<file path="config.mk">
export PLATFORM = sky130hd
export DESIGN_NAME = polygon_near_plane_clipper_top
export DESIGN_NICKNAME = d
export VERILOG_FILES = /design/src/rtl/core/pnpc_pkg.sv /design/src/rtl/core/polygon_near_plane_clipper_top.sv /design/src/rtl/core/pnpc_bisect.sv
export SDC_FILE = /design/constraint.sdc
export NUM_CORES = 2
export LEC_CHECK = 0
export BUFFER_PORTS_ARGS = -buffer_cell sky130_fd_sc_hd__buf_4
export CAP_MARGIN = 20
export CELL_PAD_IN_SITES_DETAIL_PLACEMENT = 1
export CELL_PAD_IN_SITES_GLOBAL_PLACEMENT = 2
export CORE_MARGIN = 2
export CORE_UTILIZATION = 46
export CTS_CLUSTER_SIZE = 20
export DETAILED_ROUTE_END_ITERATION = 10
export PLACE_DENSITY = 0.91
export SYNTH_ARGS = -nofsm -noshare
export SYNTH_HDL_FRONTEND = slang
export SYNTH_HIERARCHICAL = 1
export SYNTH_SLANG_ARGS = --single-unit
</file>
<file path="constraint.sdc">
create_clock -name clk -period 63.2 [get_ports clk]
set_clock_uncertainty 0.15 [all_clocks]
set_input_delay 3.16 -clock clk [delete_from_list [all_inputs] [get_ports clk]]
set_output_delay 3.16 -clock clk [all_outputs]
set_load 0.01 [all_outputs]
</file>
<file path="src/rtl/core/pnpc_pkg.sv">
package pnpc_pkg;

	localparam int NFIELDS  = 6;
	localparam int DEPTH_IX = 2;
	localparam int COORD_W  = 32;
	localparam int COUNT_W  = 8;

	// configuration register indexes
	localparam logic REG_NEAR_DEPTH  = 1'b0;
	localparam logic REG_COORD_COUNT = 1'b1;

	typedef logic signed [COORD_W-1:0] coord_t;
	typedef coord_t vec_t [NFIELDS];

	// sequencer to bisection unit
	typedef struct packed {
		logic start;
		logic drop;
	} bis_ctl_t;

	// bisection unit to sequencer
	typedef struct packed {
		logic running;
		logic done;
	} bis_stat_t;

endpackage

</file>
<file path="src/rtl/core/polygon_near_plane_clipper_top.sv">
// A result that needs no clipping goes from the step state into the output register once that is free;
// a clipped point is first halved toward the plane in the bisection state, one bisection step at a time.
// Only one vertex is in hand at a time; a clipped edge holds the input until the single halving unit,
// which serves all coordinates once per step, lands on the plane.
// A waiting result sits in the output register while the next vertex is taken.
// Reset (arst_n low, asynchronous): polygon state cleared, near_depth 1, coord_count 3.
module polygon_near_plane_clipper_top
	import pnpc_pkg::*;
#(
	parameter int MAX_COORDS        = 6,
	parameter int MAX_POLY_VERTICES = 64
) (
	input  logic                      clk,
	input  logic                      arst_n,
	input  logic                      in_valid,
	output logic                      in_ready,
	input  logic signed [COORD_W-1:0] coord0,
	input  logic signed [COORD_W-1:0] coord1,
	input  logic signed [COORD_W-1:0] coord2,
	input  logic signed [COORD_W-1:0] coord3,
	input  logic signed [COORD_W-1:0] coord4,
	input  logic signed [COORD_W-1:0] coord5,
	input  logic                      end_of_polygon,
	output logic                      out_valid,
	input  logic                      out_ready,
	output logic signed [COORD_W-1:0] out_coord0,
	output logic signed [COORD_W-1:0] out_coord1,
	output logic signed [COORD_W-1:0] out_coord2,
	output logic signed [COORD_W-1:0] out_coord3,
	output logic signed [COORD_W-1:0] out_coord4,
	output logic signed [COORD_W-1:0] out_coord5,
	output logic                      closing_copy,
	output logic                      last_of_polygon,
	output logic [COUNT_W-1:0]        vertex_total,
	input  logic                      cfg_we,
	input  logic                      cfg_index,
	input  logic [COORD_W-1:0]        cfg_wdata
);

	// coordinate bound and count ceiling, settled at elaboration
	localparam int COORD_LIMIT = (MAX_COORDS < NFIELDS) ? MAX_COORDS : NFIELDS;
	localparam int CAP_RAW     = 2 * MAX_POLY_VERTICES;
	localparam int COUNT_CAP   = (CAP_RAW > 255) ? 255 : CAP_RAW;
	localparam logic [2:0]         USED_MAX  = 3'(COORD_LIMIT);
	localparam logic [2:0]         USED_MIN  = 3'd3;
	localparam logic [COUNT_W-1:0] CAP_Q     = COUNT_W'(COUNT_CAP);

	// sequencer states
	localparam logic [1:0] ST_IDLE = 2'd0;
	localparam logic [1:0] ST_STEP = 2'd1;
	localparam logic [1:0] ST_BIS  = 2'd2;

	logic [1:0] state_q;

	// configuration
	coord_t     near_q;
	logic [2:0] cc_q;
	logic [2:0] used;

	// polygon state
	vec_t               cur_q, prev_q, first_q;
	logic               have_prev_q, have_first_q;
	logic [COUNT_W-1:0] count_q;

	// work still owed for the vertex in hand
	logic need_clip_q, need_cur_q, need_close_q, eop_q;
	logic clip_lo_prev_q;

	// output register
	vec_t               out_coord_q;
	logic               out_valid_q, closing_q, last_q;
	logic [COUNT_W-1:0] total_q;

	// bisection unit
	bis_ctl_t  bis_ctl;
	bis_stat_t bis_stat;
	vec_t      bis_lo, bis_hi, bis_m;

	vec_t in_vec, emit_src, emit_vec, close_vec;
	logic out_free;
	logic take_in, load_clip, load_cur, load_emit, load_close, finish;
	logic prev_beyond, cur_beyond;

	// clamp the coordinate count into the supported range
	always_comb begin
		if (cc_q < USED_MIN) begin
			used = USED_MIN;
		end else if (cc_q > USED_MAX) begin
			used = USED_MAX;
		end else begin
			used = cc_q;
		end
	end

	always_comb begin
		in_vec[0] = coord0;
		in_vec[1] = coord1;
		in_vec[2] = coord2;
		in_vec[3] = coord3;
		in_vec[4] = coord4;
		in_vec[5] = coord5;
	end

	// edge classification: which ends lie beyond the near plane
	assign cur_beyond  = coord2 > near_q;
	assign prev_beyond = prev_q[DEPTH_IX] > near_q;

	// the output register frees up when empty or when its request leaves this cycle
	assign out_free = !out_valid_q || out_ready;

	always_comb begin
		take_in    = 1'b0;
		load_clip  = 1'b0;
		load_cur   = 1'b0;
		load_close = 1'b0;
		finish     = 1'b0;
		unique case (state_q)
			ST_IDLE: begin
				take_in = in_valid;
			end
			ST_STEP: begin
				// owed work in order: clipped point, later vertex, closing copy
				if (!need_clip_q) begin
					if (need_cur_q) begin
						load_cur = out_free;
					end else if (need_close_q) begin
						load_close = out_free;
					end else begin
						finish = 1'b1;
					end
				end
			end
			ST_BIS: begin
				load_clip = bis_stat.done && out_free;
			end
			default: begin
			end
		endcase
		load_emit = load_clip || load_cur;
	end

	assign in_ready = state_q == ST_IDLE;

	// the behind end is the low end of the bisection
	always_comb begin
		for (int j = 0; j < NFIELDS; j++) begin
			bis_lo[j] = clip_lo_prev_q ? prev_q[j] : cur_q[j];
			bis_hi[j] = clip_lo_prev_q ? cur_q[j] : prev_q[j];
		end
	end

	assign bis_ctl.start = (state_q == ST_STEP) && need_clip_q;
	assign bis_ctl.drop  = load_clip;

	pnpc_bisect u_bisect (
		.clk        (clk),
		.arst_n     (arst_n),
		.ctl        (bis_ctl),
		.lo         (bis_lo),
		.hi         (bis_hi),
		.near_depth (near_q),
		.stat       (bis_stat),
		.mid        (bis_m)
	);

	// zero the coordinates beyond the count in use
	always_comb begin
		for (int j = 0; j < NFIELDS; j++) begin
			emit_src[j]  = (state_q == ST_BIS) ? bis_m[j] : cur_q[j];
			emit_vec[j]  = (3'(j) < used) ? emit_src[j] : '0;
			close_vec[j] = have_first_q ? first_q[j] : '0;
		end
	end

	// control state
	always_ff @(posedge clk or negedge arst_n) begin
		if (!arst_n) begin
			state_q      <= ST_IDLE;
			near_q       <= coord_t'(1);
			cc_q         <= 3'd3;
			have_prev_q  <= 1'b0;
			have_first_q <= 1'b0;
			count_q      <= '0;
			need_clip_q  <= 1'b0;
			need_cur_q   <= 1'b0;
			need_close_q <= 1'b0;
			eop_q        <= 1'b0;
			out_valid_q  <= 1'b0;
		end else begin
			if (cfg_we) begin
				unique case (cfg_index)
					REG_NEAR_DEPTH:  near_q <= cfg_wdata;
					REG_COORD_COUNT: cc_q   <= cfg_wdata[2:0];
					default: begin
					end
				endcase
			end

			if (load_emit || load_close) begin
				out_valid_q <= 1'b1;
			end else if (out_ready) begin
				out_valid_q <= 1'b0;
			end

			if (take_in) begin
				need_clip_q  <= have_prev_q && (prev_beyond != cur_beyond);
				need_cur_q   <= have_prev_q && cur_beyond;
				need_close_q <= end_of_polygon;
				eop_q        <= end_of_polygon;
				state_q      <= ST_STEP;
			end

			if (bis_ctl.start) begin
				state_q <= ST_BIS;
			end

			if (load_clip) begin
				need_clip_q <= 1'b0;
				state_q     <= ST_STEP;
			end

			if (load_cur) begin
				need_cur_q <= 1'b0;
			end

			// count each emitted vertex, holding at the ceiling
			if (load_emit) begin
				have_first_q <= 1'b1;
				if (count_q < CAP_Q) begin
					count_q <= count_q + COUNT_W'(1);
				end
			end

			// the closing copy ends the polygon
			if (load_close) begin
				need_close_q <= 1'b0;
				have_first_q <= 1'b0;
				count_q      <= '0;
			end

			if (finish) begin
				have_prev_q <= !eop_q;
				state_q     <= ST_IDLE;
			end
		end
	end

	// payload, no reset
	always_ff @(posedge clk) begin
		if (take_in) begin
			cur_q          <= in_vec;
			clip_lo_prev_q <= cur_beyond;
		end
		if (finish) begin
			prev_q <= cur_q;
		end
		if (load_emit && !have_first_q) begin
			first_q <= emit_vec;
		end
		if (load_emit) begin
			out_coord_q <= emit_vec;
			closing_q   <= 1'b0;
			last_q      <= 1'b0;
			total_q     <= '0;
		end else if (load_close) begin
			out_coord_q <= close_vec;
			closing_q   <= 1'b1;
			last_q      <= 1'b1;
			total_q     <= count_q;
		end
	end

	assign out_valid       = out_valid_q;
	assign out_coord0      = out_coord_q[0];
	assign out_coord1      = out_coord_q[1];
	assign out_coord2      = out_coord_q[2];
	assign out_coord3      = out_coord_q[3];
	assign out_coord4      = out_coord_q[4];
	assign out_coord5      = out_coord_q[5];
	assign closing_copy    = closing_q;
	assign last_of_polygon = last_q;
	assign vertex_total    = total_q;

	// one vertex in hand at a time
	a_one_in_flight: assert property (@(posedge clk) disable iff (!arst_n)
		in_valid && in_ready |=> !in_ready)
		else $error("input taken while a vertex is still in hand");

	// the running count never passes its ceiling
	a_count_cap: assert property (@(posedge clk) disable iff (!arst_n)
		count_q <= CAP_Q)
		else $error("vertex count above its ceiling");

	// the final request of a polygon is a closing copy, and only it carries a total
	a_last_is_closing: assert property (@(posedge clk) disable iff (!arst_n)
		out_valid && last_of_polygon |-> closing_copy)
		else $error("final request is not a closing copy");

	a_total_only_last: assert property (@(posedge clk) disable iff (!arst_n)
		out_valid && !last_of_polygon |-> vertex_total == '0)
		else $error("vertex total on a request that is not the last");

	// the halving unit runs only while the sequencer waits on it
	a_bis_in_step: assert property (@(posedge clk) disable iff (!arst_n)
		bis_stat.running |-> state_q == ST_BIS)
		else $error("bisection running outside its state");

endmodule

</file>
<file path="src/rtl/core/pnpc_bisect.sv">
module pnpc_bisect
	import pnpc_pkg::*;
(
	input  logic      clk,
	input  logic      arst_n,
	input  bis_ctl_t  ctl,
	input  vec_t      lo,
	input  vec_t      hi,
	input  coord_t    near_depth,
	output bis_stat_t stat,
	output vec_t      mid
);

	vec_t l_q, r_q, m_q;
	vec_t nl, nr, nm;
	logic run_q;
	logic hit, below;
	logic signed [COORD_W:0] sum [NFIELDS];

	// one halving step over every lane: pick the side, then average
	always_comb begin
		hit   = m_q[DEPTH_IX] == near_depth;
		below = m_q[DEPTH_IX] < near_depth;
		for (int j = 0; j < NFIELDS; j++) begin
			nl[j]  = below ? m_q[j] : l_q[j];
			nr[j]  = below ? r_q[j] : m_q[j];
			sum[j] = {nl[j][COORD_W-1], nl[j]} + {nr[j][COORD_W-1], nr[j]};
			nm[j]  = sum[j][COORD_W:1];
		end
	end

	always_ff @(posedge clk or negedge arst_n) begin
		if (!arst_n) begin
			run_q <= 1'b0;
		end else if (ctl.start) begin
			run_q <= 1'b1;
		end else if (ctl.drop) begin
			run_q <= 1'b0;
		end
	end

	always_ff @(posedge clk) begin
		if (ctl.start) begin
			l_q <= lo;
			m_q <= lo;
			r_q <= hi;
		end else if (run_q && !hit) begin
			l_q <= nl;
			r_q <= nr;
			m_q <= nm;
		end
	end

	assign stat.running = run_q;
	assign stat.done    = run_q && hit;
	assign mid          = m_q;

endmodule

</file>
=== Word level (Yosys, flattened, before mapping) ===
Index checks and enable logic that the tools add are counted.
Widths: inputs -> output; s select.

* Flip-flop bits (word level): 1407
* Output and inout port bits: 204
* Word-level logic and storage cells: 192
* Bits of input ports: 231

* Reductions and logical operators: 27
* Order comparisons: 12
* Bitwise logic cells: 1
* Add/sub/neg operators: 7
* Multiplexer cells: 84
* Equal/unequal tests: 4

{| class="wikitable"
|+ Operators with widths
! operator !! number
|-
| $mux 192 || 8
|-
| $mux 32 || 42
|-
| $add 32x32->33 || 6
|-
| $gt 32x32->1 || 2
|-
| $eq 32x32->1 || 1
|-
| $lt 32x32->1 || 1
|-
| $mux 1 || 25
|-
| $mux 8 || 3
|-
| $reduce_bool 2->1 || 8
|-
| $add 8x1->8 const B || 1
|-
| $lt 8x8->1 const B || 1
|-
| $mux 2 || 4
|-
| $logic_and 1x1->1 || 7
|-
| $lt 1x3->1 const A || 2
|-
| $lt 2x3->1 const A || 2
|-
| $lt 3x3->1 const A || 2
|-
| $mux 3 || 2
|-
| $reduce_and 2->1 || 3
|-
| $logic_not 1->1 || 4
|-
| $reduce_bool 4->1 || 1
|-
| $gt 3x3->1 const B || 1
|-
| $logic_or 1x1->1 || 3
|-
| $lt 3x2->1 const B || 1
|-
| $eq 2x1->1 const B || 1
|-
| other kinds (4) || 4
|}

=== Logic depth before layout (Yosys ltp) ===
* Word-level depth: 8
* Depth in mapped cells: 27
* Mapped depth without buffers: 22

=== By module ===
Netlist, hierarchy kept.

{| class="wikitable"
|+ By module, submodules not included
! module !! seq. area each (um2) !! area an instance (um2) !! cells an instance !! instances
|-
| pnpc_bisect || 17321.6 || 39750.6 || 3532 || 1
|-
| polygon_near_plane_clipper_top || 24577.3 || 36597.6 || 2802 || 1
|}

=== Least setup slack after synthesis ===
Ideal clock, no wire load.

* Path type: register to register
* From: register need_cur_q
* To: register have_prev_q
* Setup time: 0.813 ns
* Path slack: 42.703 ns
* Data required time: 62.237 ns
* Buffers on the path: 0
* Period minus slack after synthesis: 20.497 ns
* Stages on the path, launching flop included: 3
* Data arrival time: 19.533 ns
* Cells stage by stage: dfrtp_1 nor4_1 a21oi_1

* Word-level cells in the longest chain between the ends: 3

{| class="wikitable"
|+ RTL lines
! item !! RTL line !! source
|-
| from (decl) || polygon_near_plane_clipper_top.sv:66 || <nowiki>logic need_clip_q, need_cur_q, need_close_q, eop_q;</nowiki>
|-
| from (signal assigned) || polygon_near_plane_clipper_top.sv:207 || <nowiki>need_cur_q <= have_prev_q && cur_beyond;</nowiki>
|-
| $mux 1 || polygon_near_plane_clipper_top.sv:124 || <nowiki>if (need_cur_q) begin</nowiki>
|-
| $mux 1 || polygon_near_plane_clipper_top.sv:123 || <nowiki>if (!need_clip_q) begin</nowiki>
|-
| $mux 1 || polygon_near_plane_clipper_top.sv:117 || <nowiki>unique case (state_q)</nowiki>
|-
| named net finish || polygon_near_plane_clipper_top.sv:81 || <nowiki>logic take_in, load_clip, load_cur, load_emit, load_close, finish;</nowiki>
|-
| to (signal assigned) || polygon_near_plane_clipper_top.sv:242 || <nowiki>have_prev_q <= !eop_q;</nowiki>
|-
| to (decl) || polygon_near_plane_clipper_top.sv:62 || <nowiki>logic have_prev_q, have_first_q;</nowiki>
|}

The timed path passes the listed nets, and every way through them passes these cells.
A chain may end at the register's enable or synchronous reset.

=== Worst setup path after layout ===
* From: register u_bisect.m_q, in the netlist u_bisect/mid[107]
* To: register u_bisect.m_q, in the netlist u_bisect/mid[61], data pin

* Word-level cells in the longest chain between the ends: 5
* Elaborated cells between the ends (all ways): 6
* Classes of those cells: 1 x add/sub; 1 x order compare; 4 x mux

{| class="wikitable"
|+ RTL lines
! item !! RTL line !! source
|-
| from (decl) || pnpc_bisect.sv:14 || <nowiki>vec_t l_q, r_q, m_q;</nowiki>
|-
| from (signal assigned) || pnpc_bisect.sv:45 || <nowiki>m_q <= lo;</nowiki>
|-
| from (signal assigned) || pnpc_bisect.sv:50 || <nowiki>m_q <= nm;</nowiki>
|-
| $lt 32x32->1 * || pnpc_bisect.sv:23 || <nowiki>below = m_q[DEPTH_IX] < near_depth;</nowiki>
|-
| $mux 32 (on tied branches) || pnpc_bisect.sv:25, pnpc_bisect.sv:26 ||
|-
| $add 32x32->33 * || pnpc_bisect.sv:27 || <nowiki>sum[j] = {nl[j][COORD_W-1], nl[j]} + {nr[j][COORD_W-1], nr[j]};</nowiki>
|-
| $mux 192 * || pnpc_bisect.sv:47 || <nowiki>end else if (run_q && !hit) begin</nowiki>
|-
| $mux 192 * || pnpc_bisect.sv:43 || <nowiki>if (ctl.start) begin</nowiki>
|}

Every way passes the cells marked *; elsewhere a longest branch is shown, timed or not. The select of a mux whose other input is x is not followed.

==> results.cfg <==
[yosys]
avgSynthCellArea_um2 = 12.05
synth_warnings = 6
synthesis.nets = 6853
syn_inst = 6333
synth_area_mm2 = 0.07634

[sta]
slew_viol_final = 0
timing.final.ws_setup_ns = 54.36
max_slew.worst_pin.slew_ns = 1.134
rsz0062_at_grt = false
hold_viol_final = 0
maxSlewHeadroom_pct = 24.37
tns_ns = 0
clock.fmax_ghz = 0.1131
fin_crit_ns = 8.839
setup_viol = 0
fin_crit_sh_pct = 13.99

[critical_path]
reg2reg_from = u_bisect/mid[107]
worstPathMaxFanout = 63
cp-start-kind = flop
worst_ep_arrival_time_ns = 9.22
ff2ff_path_depth = 24
reg2reg_to = u_bisect/mid[61]
setup.worst_path.end_class = flop
crit_required_ns = 63.58
ff2ff_setup_slack_ns = 54.36
path_class = flop to flop

[power]
p_leak_uw = 0.03472
power.density_mw_per_mm2 = 34.63
ir_drop_mv = 0.02786

[cells_and_area]
drive_gt1_share_pct = 28.26
final_nets = 7152
fill_cells = 16947
area_delta_synth_final_pct = 13.70
stdcell_count = 8961

[die]
placementRows = 149
die_x_um = 411.4
pin_count = 435
fp.coreArea_mm2 = 0.1648
start_util_pct = 46.32
dieArea_mm2 = 0.1692
die_y_um = 411.4

[place]
placed_cells = 8656
place_hpwl_um = 142000
pre_cts_slack_ns = 54.42
routabilityCongestion = 0.8472
io_buffers = 434

[clock_network]
cts_setup_buffers = 0
clk_pin_slew_ns = 0.06
cts.path.max_buffers = 3
ctsResizeCount = 0
htreeDepth = 4
cts-root-buf = clkbuf_16
cts_buffers = 161
tritoncts = done
clk_latency_ns = 0.81
hold_buffers = 0
clock-sinks = 1407

[global_route]
grt.total_usage_pct = 25.07
antenna_found_initial = 10
first_global_vias = 56273
grt_max_degree = 173
grt-ovfl-total = 0
grt_pass1_wl_um = 332500

[detailed_routing]
drt_iter0_markers = 3391
dr.pass1.iters = 5
wire_per_inst_um = 24.00
wl_um = 215100
ant_nets = 0
vias = 52434
drc = 0
avgViaCountPerCell = 5.851

[run]
maxCapViolCount = 0

[hold_path]
whs_endpoint = vertex_total[3]
hold_path.class = flop to flop
worstHoldStart = vertex_total[3]
hold_depth = 2

[run_status]
status = finished, final reports clean
sequential cells by signal, indices dropped and copies added, names as in the netlist, 192 cells and up:
| name | flops |
|---|---|
| first_q | 192 |
| prev_q | 192 |
| u_bisect/mid | 192 |
| cur_q | 192 |
| u_bisect/r_q | 192 |
| u_bisect/l_q | 192 |
where the power goes:
group | internal, µW | switching, µW | leakage (µW) | total (µW)
Combinational | 367 | 461 | 0.0177 | 828
Clock | 528 | 400 | 0.00254 | 927
Sequential | 1190 | 58.1 | 0.0144 | 1250
Total | 2090 | 919 | 0.0347 | 3010
routing by layer:
layer / vias up / track usage [%] / part of all wire, %
met1: 26774 / 33.92 / 45
met4: 2 / 6.884 / 2.4
met3: 276 / 3.983 / 4.9
met5: - / 0 / 0.0037
li1: 24210 / - / -
met2: 1172 / 41.76 / 48
final cells by class:
class | count | area [µm²] | area share, %
inverters | 128 | 495.5 | 0.5708
multi-input cells | 4444 | 32670 | 37.63
well taps | 2189 | 2739 | 3.155
clock inverters | 99 | 935.9 | 1.078
clock buffers | 201 | 4262 | 4.910
diodes | 3 | 7.507 | 0.008649
repair buffers | 490 | 3794 | 4.371
flip-flops and latches | 1407 | 41900 | 48.27
cell usage in the layout, fill, tap and decap left out, drive strengths merged, types with 8 or more instances in the layout:
cell / count
edfxtp: 1345
mux2: 1132
nand2: 1066
buf: 490
a21oi: 400
o21ai: 329
ha: 283
clkbuf: 201
nand3: 143
inv: 134
a21o: 127
nor2: 127
a31oi: 122
xnor2: 90
xor2: 87
clkinv: 77
nand4: 64
dfrtp: 50
nand2b: 49
nor2b: 45
a21boi: 42
o21bai: 36
nor3: 27
and3: 26
mux2i: 21
o211ai: 19
o21a: 17
nor4: 16
o31ai: 16
a211oi: 13
bufinv: 11
or3: 11
a311oi: 10
and2: 10
dfxtp: 9
a41oi: 8
through the flow:
stage	hold slack, ns	utilization, %	total power, µW	area (µm²)
after CTS	0.3103	52.63	3029	86740
after global placement	0.2949	49.48	2044	81540
after detailed placement	0.2976	49.48	2088	81540
final	0.3082	52.67	3006	86800
after global routing	0.3348	52.66	3163	86790
after floorplan	0.2670	-	1864	76340
worst max-delay path, cell delays in order (launching register included):
cell and delay (ns):
edfxtp_1 0.43, ha_1 0.34, a21oi_1 0.18, o21a_1 0.17, a2bb2oi_1 0.40, nand3_1 0.26
o211ai_4 0.71, buf_4 0.83, buf_4 0.75, buf_4 0.89, mux2_2 0.43, ha_1 0.39
a21o_1 0.21, a21o_1 0.17, a21oi_1 0.15, o21ai_0 0.11, a21oi_1 0.18, nor2_1 0.08
o31a_1 0.34, a41o_1 0.32, a21bo_1 0.21, and2_1 0.21, a311oi_2 0.30, xor2_1 0.17
o21ai_1 0.07
worst max path at each step:
stage	slack [ns]	end	from	depth (start not counted)
finish	54.36	u_bisect/mid[61]	u_bisect/mid[107]	24
global route	53.88	u_bisect/mid[57]	u_bisect/mid[127]	24
CTS	54.38	u_bisect/mid[61]	u_bisect/mid[127]	24
detailed placement	54.42	u_bisect/mid[61]	u_bisect/mid[127]	24
global placement	54.66	u_bisect/mid[61]	u_bisect/mid[107]	24
floorplan	42.70	have_prev_q	need_cur_q	2
Power figures use the tool's default switching activity.
